File: src/sv/crc_checked_frame_deframer_assert.svh
// Assertion macros shared by the deframer RTL.
// Needs a clock and an active-high reset named by the caller.
`ifndef CRC_CHECKED_FRAME_DEFRAMER_ASSERT_SVH
`define CRC_CHECKED_FRAME_DEFRAMER_ASSERT_SVH

// Same-cycle implication, checked outside reset.
`define CCFD_ASSERT_IMPL(label, clk, rst, cond, prop, msg) \
   label: assert property (@(posedge clk) disable iff (rst) (cond) |-> (prop)) \
      else $error(msg);

// Next-cycle implication, checked outside reset.
`define CCFD_ASSERT_NEXT(label, clk, rst, cond, prop, msg) \
   label: assert property (@(posedge clk) disable iff (rst) (cond) |=> (prop)) \
      else $error(msg);

`endif

File: src/sv/ccfd_pkg.sv
// Shared types, constants and the CRC step for the frame deframer.
// No dependencies.
`timescale 1ns / 1ps

package ccfd_pkg;

   // Frame parser states
   typedef enum logic [2:0] {
      ST_HUNT,
      ST_LEN,
      ST_ID,
      ST_PAYLOAD,
      ST_CRC_LO,
      ST_CRC_HI
   } frm_state_type;

   localparam logic [7:0]  START_BYTE = 8'h52;
   localparam logic [15:0] CRC_INIT   = 16'hFFFF;
   localparam logic [15:0] CRC_POLY   = 16'h8408;

   // Reflected CCITT CRC, one byte folded in (eight bit steps)
   function automatic logic [15:0] crc_feed(input logic [15:0] crc, input logic [7:0] b);
      logic [15:0] c;
      c = crc ^ {8'h00, b};
      for (int k = 0; k < 8; k++) begin
         if (c[0]) begin
            c = (c >> 1) ^ CRC_POLY;
         end else begin
            c = c >> 1;
         end
      end
      return c;
   endfunction

endpackage

File: src/sv/ccfd_ram.sv
// Generic single-write, single-read RAM with registered read data.
// No dependencies.
`timescale 1ns / 1ps

module ccfd_ram #(
   parameter int WIDTH = 8,
   parameter int DEPTH = 64
) (
   input  logic                     clock,
   input  logic                     wr_en,
   input  logic [$clog2(DEPTH)-1:0] wr_addr,
   input  logic [WIDTH-1:0]         wr_data,
   input  logic                     rd_en,
   input  logic [$clog2(DEPTH)-1:0] rd_addr,
   output logic [WIDTH-1:0]         rd_data
);

   logic [WIDTH-1:0] mem_ff [DEPTH];

   // Write port
   always_ff @(posedge clock) begin
      if (wr_en) begin
         mem_ff[wr_addr] <= wr_data;
      end
   end

   // Read port, data holds while rd_en is low
   always_ff @(posedge clock) begin
      if (rd_en) begin
         rd_data <= mem_ff[rd_addr];
      end
   end

endmodule

File: src/sv/crc_checked_frame_deframer.sv
// Start byte / length / CRC-16 frame deframer, top level.
// Uses ccfd_pkg, ccfd_ram and crc_checked_frame_deframer_assert.svh.
`timescale 1ns / 1ps
//
// Usage:
//   req_ channel: one received byte per item (req_rx_byte). A frame is
//   0x52, length, id, payload bytes, CRC low, CRC high. Frames with a
//   matching CRC come out on the rsp_ channel as one item per payload
//   byte (one item with rsp_has_byte low for an empty payload), rsp_last
//   marking the final item. Bad or oversize frames produce nothing.
//   Throughput: one input byte per cycle while req_stall is low. The payload
//   memory holds two frame banks, so a frame can be received while the
//   previous one is read out. Readout gives one item per cycle while the
//   output is not stalled. Once the CRC high byte is accepted, the readout
//   control starts, then each item passes the RAM read and the output register.
//   req_stall rises only while the CRC high byte waits and the previous
//   frame still has reads to issue; that is the only input backpressure.
//   When rsp_stall is high with an item on the output, the output register
//   and the pending read hold, and readout resumes without loss.
//   Reset (synchronous) returns the parser to hunting for the start byte
//   and empties the readout path; the payload memory is not cleared.
//
module crc_checked_frame_deframer #(
   parameter int MAX_PAYLOAD = 32
) (
   input  logic       clock,
   input  logic       reset,
   input  logic       req_valid,
   output logic       req_stall,
   input  logic [7:0] req_rx_byte,
   output logic       rsp_valid,
   input  logic       rsp_stall,
   output logic [7:0] rsp_message_id,
   output logic [5:0] rsp_payload_length,
   output logic [4:0] rsp_byte_index,
   output logic [7:0] rsp_payload_byte,
   output logic       rsp_has_byte,
   output logic       rsp_last
);

`include "crc_checked_frame_deframer_assert.svh"

   localparam int LEN_W = $clog2(MAX_PAYLOAD + 1);
   localparam int IDX_W = (MAX_PAYLOAD > 1) ? $clog2(MAX_PAYLOAD) : 1;
   localparam int AW    = IDX_W + 1;
   localparam int DEPTH = 1 << AW;

   // Parser registers
   ccfd_pkg::frm_state_type state_ff, state_in;
   logic [LEN_W-1:0] len_ff, len_in;
   logic [7:0]       id_ff, id_in;
   logic [15:0]      crc_ff, crc_in;
   logic [7:0]       crc_lo_ff, crc_lo_in;
   logic [IDX_W-1:0] wr_idx_ff, wr_idx_in;
   logic             wr_bank_ff, wr_bank_in;
   logic             mem_we;
   logic             handoff;
   logic             req_fire;

   // Readout registers
   logic             rd_active_ff;
   logic             rd_bank_ff;
   logic [IDX_W-1:0] rd_idx_ff;
   logic [LEN_W-1:0] rd_len_ff;
   logic [7:0]       rd_id_ff;
   logic             rd_empty_ff;
   logic             rd_last;
   logic             advance;
   logic             issue;

   // Read stage (data sits in the RAM output register)
   logic             s1_valid_ff;
   logic [IDX_W-1:0] s1_idx_ff;
   logic [LEN_W-1:0] s1_len_ff;
   logic [7:0]       s1_id_ff;
   logic             s1_has_ff;
   logic             s1_last_ff;

   // Output register
   logic             rsp_valid_ff;
   logic [7:0]       rsp_id_ff;
   logic [LEN_W-1:0] rsp_len_ff;
   logic [IDX_W-1:0] rsp_idx_ff;
   logic [7:0]       rsp_byte_ff;
   logic             rsp_has_ff;
   logic             rsp_last_ff;

   logic [7:0]       mem_rd_data;

   // Hold the CRC high byte while the other bank still has reads to issue
   assign req_stall = (state_ff == ccfd_pkg::ST_CRC_HI) && rd_active_ff;
   assign req_fire  = req_valid && !req_stall;

   // Parser state register
   always_ff @(posedge clock) begin
      if (reset) begin
         state_ff   <= ccfd_pkg::ST_HUNT;
         wr_bank_ff <= 1'b0;
      end else begin
         state_ff   <= state_in;
         wr_bank_ff <= wr_bank_in;
      end
   end

   always_ff @(posedge clock) begin
      len_ff    <= len_in;
      id_ff     <= id_in;
      crc_ff    <= crc_in;
      crc_lo_ff <= crc_lo_in;
      wr_idx_ff <= wr_idx_in;
   end

   // Parser next state, payload writes and frame handoff
   always_comb begin
      state_in   = state_ff;
      len_in     = len_ff;
      id_in      = id_ff;
      crc_in     = crc_ff;
      crc_lo_in  = crc_lo_ff;
      wr_idx_in  = wr_idx_ff;
      wr_bank_in = wr_bank_ff;
      mem_we     = 1'b0;
      handoff    = 1'b0;
      if (req_fire) begin
         unique case (state_ff)
            ccfd_pkg::ST_HUNT: begin
               if (req_rx_byte == ccfd_pkg::START_BYTE) begin
                  crc_in   = ccfd_pkg::CRC_INIT;
                  state_in = ccfd_pkg::ST_LEN;
               end
            end
            ccfd_pkg::ST_LEN: begin
               if (req_rx_byte > 8'(MAX_PAYLOAD)) begin
                  state_in = ccfd_pkg::ST_HUNT;
               end else begin
                  len_in   = LEN_W'(req_rx_byte);
                  crc_in   = ccfd_pkg::crc_feed(crc_ff, req_rx_byte);
                  state_in = ccfd_pkg::ST_ID;
               end
            end
            ccfd_pkg::ST_ID: begin
               id_in     = req_rx_byte;
               crc_in    = ccfd_pkg::crc_feed(crc_ff, req_rx_byte);
               wr_idx_in = '0;
               state_in  = (len_ff == '0) ? ccfd_pkg::ST_CRC_LO : ccfd_pkg::ST_PAYLOAD;
            end
            ccfd_pkg::ST_PAYLOAD: begin
               mem_we    = 1'b1;
               crc_in    = ccfd_pkg::crc_feed(crc_ff, req_rx_byte);
               wr_idx_in = wr_idx_ff + IDX_W'(1);
               if (LEN_W'(wr_idx_ff) + LEN_W'(1) == len_ff) begin
                  state_in = ccfd_pkg::ST_CRC_LO;
               end
            end
            ccfd_pkg::ST_CRC_LO: begin
               crc_lo_in = req_rx_byte;
               state_in  = ccfd_pkg::ST_CRC_HI;
            end
            ccfd_pkg::ST_CRC_HI: begin
               state_in = ccfd_pkg::ST_HUNT;
               if ({req_rx_byte, crc_lo_ff} == crc_ff) begin
                  handoff    = 1'b1;
                  wr_bank_in = ~wr_bank_ff;
               end
            end
            default: begin
               state_in = ccfd_pkg::ST_HUNT;
            end
         endcase
      end
   end

   // Readout pipeline moves when the output register is free or taken
   assign advance = !rsp_valid_ff || !rsp_stall;
   assign issue   = advance && rd_active_ff;
   assign rd_last = rd_empty_ff || (LEN_W'(rd_idx_ff) + LEN_W'(1) == rd_len_ff);

   // Two-bank payload memory: parser writes one bank, readout reads the other
   ccfd_ram #(
      .WIDTH (8),
      .DEPTH (DEPTH)
   ) u_payload_ram (
      .clock   (clock),
      .wr_en   (mem_we),
      .wr_addr ({wr_bank_ff, wr_idx_ff}),
      .wr_data (req_rx_byte),
      .rd_en   (advance),
      .rd_addr ({rd_bank_ff, rd_idx_ff}),
      .rd_data (mem_rd_data)
   );

   // Readout control and pipeline valids
   always_ff @(posedge clock) begin
      if (reset) begin
         rd_active_ff <= 1'b0;
         s1_valid_ff  <= 1'b0;
         rsp_valid_ff <= 1'b0;
      end else begin
         if (handoff) begin
            rd_active_ff <= 1'b1;
         end else if (issue && rd_last) begin
            rd_active_ff <= 1'b0;
         end
         if (advance) begin
            s1_valid_ff  <= issue;
            rsp_valid_ff <= s1_valid_ff;
         end
      end
   end

   // Readout payload registers
   always_ff @(posedge clock) begin
      if (handoff) begin
         rd_bank_ff  <= wr_bank_ff;
         rd_idx_ff   <= '0;
         rd_len_ff   <= len_ff;
         rd_id_ff    <= id_ff;
         rd_empty_ff <= (len_ff == '0);
      end else if (issue) begin
         rd_idx_ff <= rd_idx_ff + IDX_W'(1);
      end
      if (advance) begin
         s1_idx_ff   <= rd_idx_ff;
         s1_len_ff   <= rd_len_ff;
         s1_id_ff    <= rd_id_ff;
         s1_has_ff   <= !rd_empty_ff;
         s1_last_ff  <= rd_last;
         rsp_id_ff   <= s1_id_ff;
         rsp_len_ff  <= s1_len_ff;
         rsp_idx_ff  <= s1_idx_ff;
         rsp_byte_ff <= s1_has_ff ? mem_rd_data : 8'h00;
         rsp_has_ff  <= s1_has_ff;
         rsp_last_ff <= s1_last_ff;
      end
   end

   assign rsp_valid          = rsp_valid_ff;
   assign rsp_message_id     = rsp_id_ff;
   assign rsp_payload_length = 6'(rsp_len_ff);
   assign rsp_byte_index     = 5'(rsp_idx_ff);
   assign rsp_payload_byte   = rsp_byte_ff;
   assign rsp_has_byte       = rsp_has_ff;
   assign rsp_last           = rsp_last_ff;

   // Checks
   `CCFD_ASSERT_IMPL(a_handoff_idle, clock, reset, handoff, !rd_active_ff,
      "frame handed off while readout still active")
   `CCFD_ASSERT_IMPL(a_bank_split, clock, reset, rd_active_ff, rd_bank_ff != wr_bank_ff,
      "readout and parser share a payload bank")
   `CCFD_ASSERT_IMPL(a_rd_idx_range, clock, reset, rd_active_ff && !rd_empty_ff,
      LEN_W'(rd_idx_ff) < rd_len_ff, "readout index beyond frame length")
   `CCFD_ASSERT_NEXT(a_s1_hold, clock, reset, s1_valid_ff && rsp_valid_ff && rsp_stall,
      s1_valid_ff, "pending read dropped during output stall")

endmodule

File: config.mk
export PLATFORM = sky130hd
export DESIGN_NAME = crc_checked_frame_deframer
export DESIGN_NICKNAME = d
export VERILOG_FILES = /design/src/sv/ccfd_pkg.sv /design/src/sv/ccfd_ram.sv /design/src/sv/crc_checked_frame_deframer.sv
export VERILOG_INCLUDE_DIRS = /design/src /design/src/sv
export SDC_FILE = /design/constraint.sdc
export NUM_CORES = 1
export LEC_CHECK = 0
export BUFFER_PORTS_ARGS = -buffer_cell sky130_fd_sc_hd__buf_4
export CORE_ASPECT_RATIO = 1.2
export CORE_MARGIN = 8
export CORE_UTILIZATION = 45
export CTS_CLUSTER_SIZE = 24
export DETAILED_ROUTE_END_ITERATION = 7
export REMOVE_ABC_BUFFERS = 1
export SETUP_SLACK_MARGIN = 0.3
export SYNTH_ARGS = -nofsm -noshare
export SYNTH_HDL_FRONTEND = slang
export SYNTH_SLANG_ARGS = --single-unit
File: constraint.sdc
create_clock -name clock -period 3.9 [get_ports clock]
set_input_delay 0.78 -clock clock [delete_from_list [all_inputs] [get_ports clock]]
set_output_delay 0.78 -clock clock [all_outputs]
set_load 0.05 [all_outputs]
# After elaboration in Yosys (flattened, before gate mapping)
# Memory sizes are Yosys's and may differ from the RTL's. A register that Yosys moved wholly into a read port is not among the register bits.
# Index checks and enable logic that the tools add are counted.
# Widths: inputs -> output; s select.
# op_classes
n_mux	89
n_eq_ne	12
addsub	4
magnitude_cmp	1
n_reduce_logical	22
bitwise	25
# op_table
cell	n
$mux 16	73
$not 2->3	22
$pmux 16 s4	1
$eq 16x16->1	1
$xor 16x8->16	1
$pmux 3 s5	1
$add 5x1->6 const B	2
$eq 6x6->1	2
$add 5x1->5 const B	2
$pmux 5 s2	1
$mux 1	9
$mux 3	3
$reduce_and 3->1	3
$eq 8x7->1 const B	1
$gt 8x6->1 const B	1
$eq 3x2->1 const B	2
$eq 3x3->1 const B	2
$logic_not 6->1	1
$ne 2x2->1 const B	3
$reduce_and 2->1	3
$logic_and 1x1->1	4
$logic_not 1->1	4
$reduce_and 4->1	1
$reduce_bool 2->1	2
other kinds (6)	8
# word_totals
input_bits	12
elab_cells	180
regBits	121
ram_bits	512
mem_count	1
# memory_table
name	depth	width	read_ports	rd_ports_with_merged_regs	write_ports	line_no	text
u_payload_ram.mem_ff	64	8	1	1	1	ccfd_ram.sv:18	logic [WIDTH-1:0] mem_ff [DEPTH];

# Logic depth before layout (Yosys ltp)
# logic_depth
depth_word	40
ltp_mapped	9

# Modules after synthesis
# Synthesis repeated with hierarchy kept, for this count alone.
# hier_totals
hier_cells	1270
area_unflattened_um2	25112.8
# by_module_without_submodules
mod	cells_each	area_each_um2	seq_area_each_um2	n_inst
ccfd_ram	940	20246.9	15615.0	1
crc_checked_frame_deframer	330	4865.9	3513.4	1

# Least setup slack after synthesis
# Ideal clock, no wire load.
# synth_path
kind	in2reg
startpoint	input req_rx_byte[0]
endpoint	register crc_ff[0] (enable)
t_required_ns	3.487
arrival_ns	3.002
cell_stages	4
setup_time_ns	0.413
path_slack_ns	0.486
n_path_buf	0
path_cell_list	or4_1 o32a_1 o21ai_0 nor3b_1
# synth_between
elab_chain_len	3
word_cells_on_any_way	5
classes_between	order compare: 1; eq/ne: 3; reduce/logical: 1
# synth_lines
item	line_no	text
from (decl)	crc_checked_frame_deframer.sv:30	input logic [7:0] req_rx_byte,
$gt 8x6->1 / $eq 8x7->1 (equally long branches)	crc_checked_frame_deframer.sv:133, crc_checked_frame_deframer.sv:127	
$ne 2x2->1 (no source line)	n/a	
$reduce_and 4->1 (no source line) *	n/a	
to (signal assigned)	crc_checked_frame_deframer.sv:108	crc_ff <= crc_in;
to (decl)	crc_checked_frame_deframer.sv:52	logic [15:0] crc_ff, crc_in;
# Every way passes the cells marked *; elsewhere a longest branch is shown, timed or not.
# A chain may end at the register's enable or synchronous reset.

==> metrics.md <==
| Metric | Value |
|---|---|
| Worst-Skew Late Latency | 610 ps |
| Die H | 274 um |
| Fmax | 341 MHz |
| 1st-pass router iterations | 5 |
| Post-synth EDFFs | 629 |
| Worst Path Arrival | 3250 ps |
| Placed Cells | 2007 |
| Layout cells sized above 1 | 0.234 |
| # setup viols final | 0 |
| Worst setup EP type | flip-flop |
| Reg2reg start | rd_idx_ff[0] |
| Synth Area per Inst | 20.1 sq um |
| Setup TNS | 0 ps |
| Pwr dens | 480 nW/um^2 |
| Clk pwr share | 0.420 |
| VDD IR max | 0.284 mV |
| Final #Nets | 1362 |
| Root buf cell | clkbuf_16 |
| Synth warn | 0 |
| Clock Pin Slew Worst Setup and Hold Paths | 60 ps |
| IO Port Bufs | 42 |
| Status | finished clean |
| Non-Filler Instances | 2113 |
| Worst r2r path cells | 6 |
| #FFs+latches synth | 641 |
| Req. time, crit path | 4220 ps |
| Largest net degree at the start of global routing | 71 |
| CTS sink cnt | 641 |
| Vias post-DR | 12100 |
| Initial core utilization | 0.455 |
| Synth Area in Simple Gates | 0.0444 |
| Compound-Gate Fraction of Synth Area | 0.0316 |
| Comb pwr share | 0.024 |
| Vias in the first global route | 12528 |
| Tot GR Track Use | 0.177 |
| Synth unique cells | 61 |
| Pleak | 0.00888 uW |
| Sw Pwr | 2620 uW |
| Crit Path Category | reg -> reg |
| DP Area | 26400 sq um |
| Post-synthesis sequential area ratio | 0.766 |
| Post-Syn Instances | 1244 |
| Post-synthesis xor/xnor area fraction | 0.0189 |
| # hold bufs at CTS | 0 |
| Initial DRC Count | 1011 |
| Drt total wl | 56400 um |
| DP Worst Slack | 935 ps |
| Max cap viols | 0 |
| # rows | 94 |
| Crit path launch | rd_idx_ff[0] |
| Max-Slew Margin vs Limit | 0.323 |
| Async S/R FF share, synth | 0 |
| Final instance area | 28300 sq um |
| Post-CTS setup buffers | 0 |
| Final Critical Period | 2930 ps |
| Critical-path maximum fanout | 24 |
| Post-synthesis adder-cell area fraction | 0.00100 |
| Hold path depth | 0 |
| CTS Buffer Depth | 3 |
| Area grow syn2layout | 13.3% |
| Ys flop type | edfxtp_1 |
| Core Region | 54800 sq um |
| Final WS setup | 972 ps |
| Die Area | 63300 sq um |
| H-tree levels | 2 |
| Final Hold Vio Count | 0 |
| CTS tree | built |
| Pint | 11000 uW |
| Reg power frac | 0.556 |
| Final Slew Violations | 0 |
| PostCTS Resize Cnt | 0 |
| CP Launch Type | flip-flop |
| Post-synthesis mux area share | 0.124 |
| Largest family of logic cells by synthesized area | multiplexers |
| WL/cell | 26.7 um |
| Global-route wire length before repair | 83100 um |
| Fin crit share | 0.751 |
| Tightest Pin Transition | 1010 ps |
| RSZ-0062 raised after global routing | false |
| Leading area contributor after synthesis | edfxtp_1 |
| HP Class | reg -> reg |
| Post-layout util | 0.516 |
| Num ports | 43 |
| Top-area cell type share of the netlist area | 0.757 |
| Initial antenna violation count | 2 |
| Detailed Place HPWL | 35800 um |
| Clk_skew | 12.7 ps |
| Grt total ovfl | 0 |
| Residual DRC | 0 |
| Die width | 231 um |
| Routability cong. | 0.803 |
| Hold_sp | rd_id_ff[7] |
| Synth Cell Area | 25000 sq um |
| Sw Share | 0.193 |
| Area contributors post-synth | edfxtp_1, mux4_2, nor2_1, xnor2_1, dfxtp_1 |
| ANT cells | 0 |
| Cts bufs inserted | 59 |
| DR vias/cell | 5.73 |
| Antenna Nets Post-Route | 0 |
path summary, 6_finish.rpt:
| check | to | slack, ps |
|---|---|---|
| hold / removal | s1_id_ff[7] | 420 |
| setup / recovery | u_payload_ram.rd_data[5] | 970 |
| setup reg to reg | u_payload_ram.rd_data[5] | 970 |
| hold reg to reg | s1_id_ff[7] | 420 |
metrics by stage:
stage                     total power (uW)  hold slack (ps)
final                                13600              418
after floorplan                       7890              400
after global routing                 13900              404
after CTS                            13700              387
after global placement                8030              402
after detailed placement              8030              405
synth_stat cells (3+ instances only):
cell type / number
dfxtp_1: 12
mux2_2: 6
and3_1: 3
buf_1: 3
nor4_1: 3
and2_1: 16
mux2i_1: 19
buf_6: 3
nand3b_1: 3
xnor2_1: 30
or4_1: 3
a31oi_1: 10
a211oi_1: 3
mux4_2: 126
inv_1: 6
clkbuf_1: 24
o311ai_0: 8
nand3_1: 18
nand2_1: 30
nand4_1: 4
a21oi_1: 17
edfxtp_1: 629
xor2_1: 22
o21ai_0: 12
buf_2: 13
nor2_1: 102
nor2b_1: 8
or3_1: 4
a22o_1: 14
o221ai_1: 6
buf_4: 16
nand2b_1: 14
a221oi_1: 21
kinds of logic after synthesis:
kind of cell    count (synthesis)
compound gates                106
xor+xnor                       53
fa+ha+maj                       2
buf+inv                        66
flops                         641
mux                           151
simple gates                  225
layer usage:
metal  track usage  wire length (um)
met3        0.0270              2940
met5             0                13
met2         0.306             29000
met4        0.0646              1790
met1         0.226             22700
area by class of cell:
cell class	count	area (sq um)
fill	4376	26500
tap	720	901
clock buffer	69	1510
inverter	7	26.3
clock inverter	37	375
timing repair buffer	102	841
multi-input combinational	537	5500
sequential	641	19100
state kept, by name, indices dropped and copies added, names as in the netlist, 8 cells and up:
name	flops
u_payload_ram.mem_ff	512
crc_ff	16
crc_lo_ff	8
id_ff	8
rd_id_ff	8
rsp_message_id	8
rsp_payload_byte	8
s1_id_ff	8
u_payload_ram.rd_data	8
worst max-delay path: stages, from the launching register on:
cell      delay [ps]
dfxtp_4          710
buf_12           300
mux4_2           530
o311ai_0         500
a21oi_1           80
nor2_1           350
a221oi_1          90
power by group through the flow:
stage / Sequential (uW) / Clock, uW / Combinational, uW
2_1_floorplan: 7730 / 0 / 155
3_3_place_gp: 7700 / 0 / 324
3_5_place_dp: 7700 / 0 / 330
4_1_cts: 7560 / 5820 / 331
5_1_grt: 7550 / 6050 / 348
6_report: 7560 / 5700 / 322
cell usage in the layout (no fill, tap or decap), drive strengths merged, types with 14 or more instances in the layout:
cell | netlist | routed
nor2 | 102 | 102
clkbuf | 24 | 69
xor2 | 22 | 22
mux4 | 126 | 126
xnor2 | 31 | 31
nand2 | 30 | 30
a221oi | 21 | 21
a22o | 14 | 14
mux2i | 19 | 19
nand2b | 14 | 14
clkinv | 1 | 28
buf | 35 | 102
a21oi | 17 | 17
and2 | 16 | 16
nand3 | 19 | 19
edfxtp | 629 | 629
Note: power is estimated with default switching activity, not from simulation.
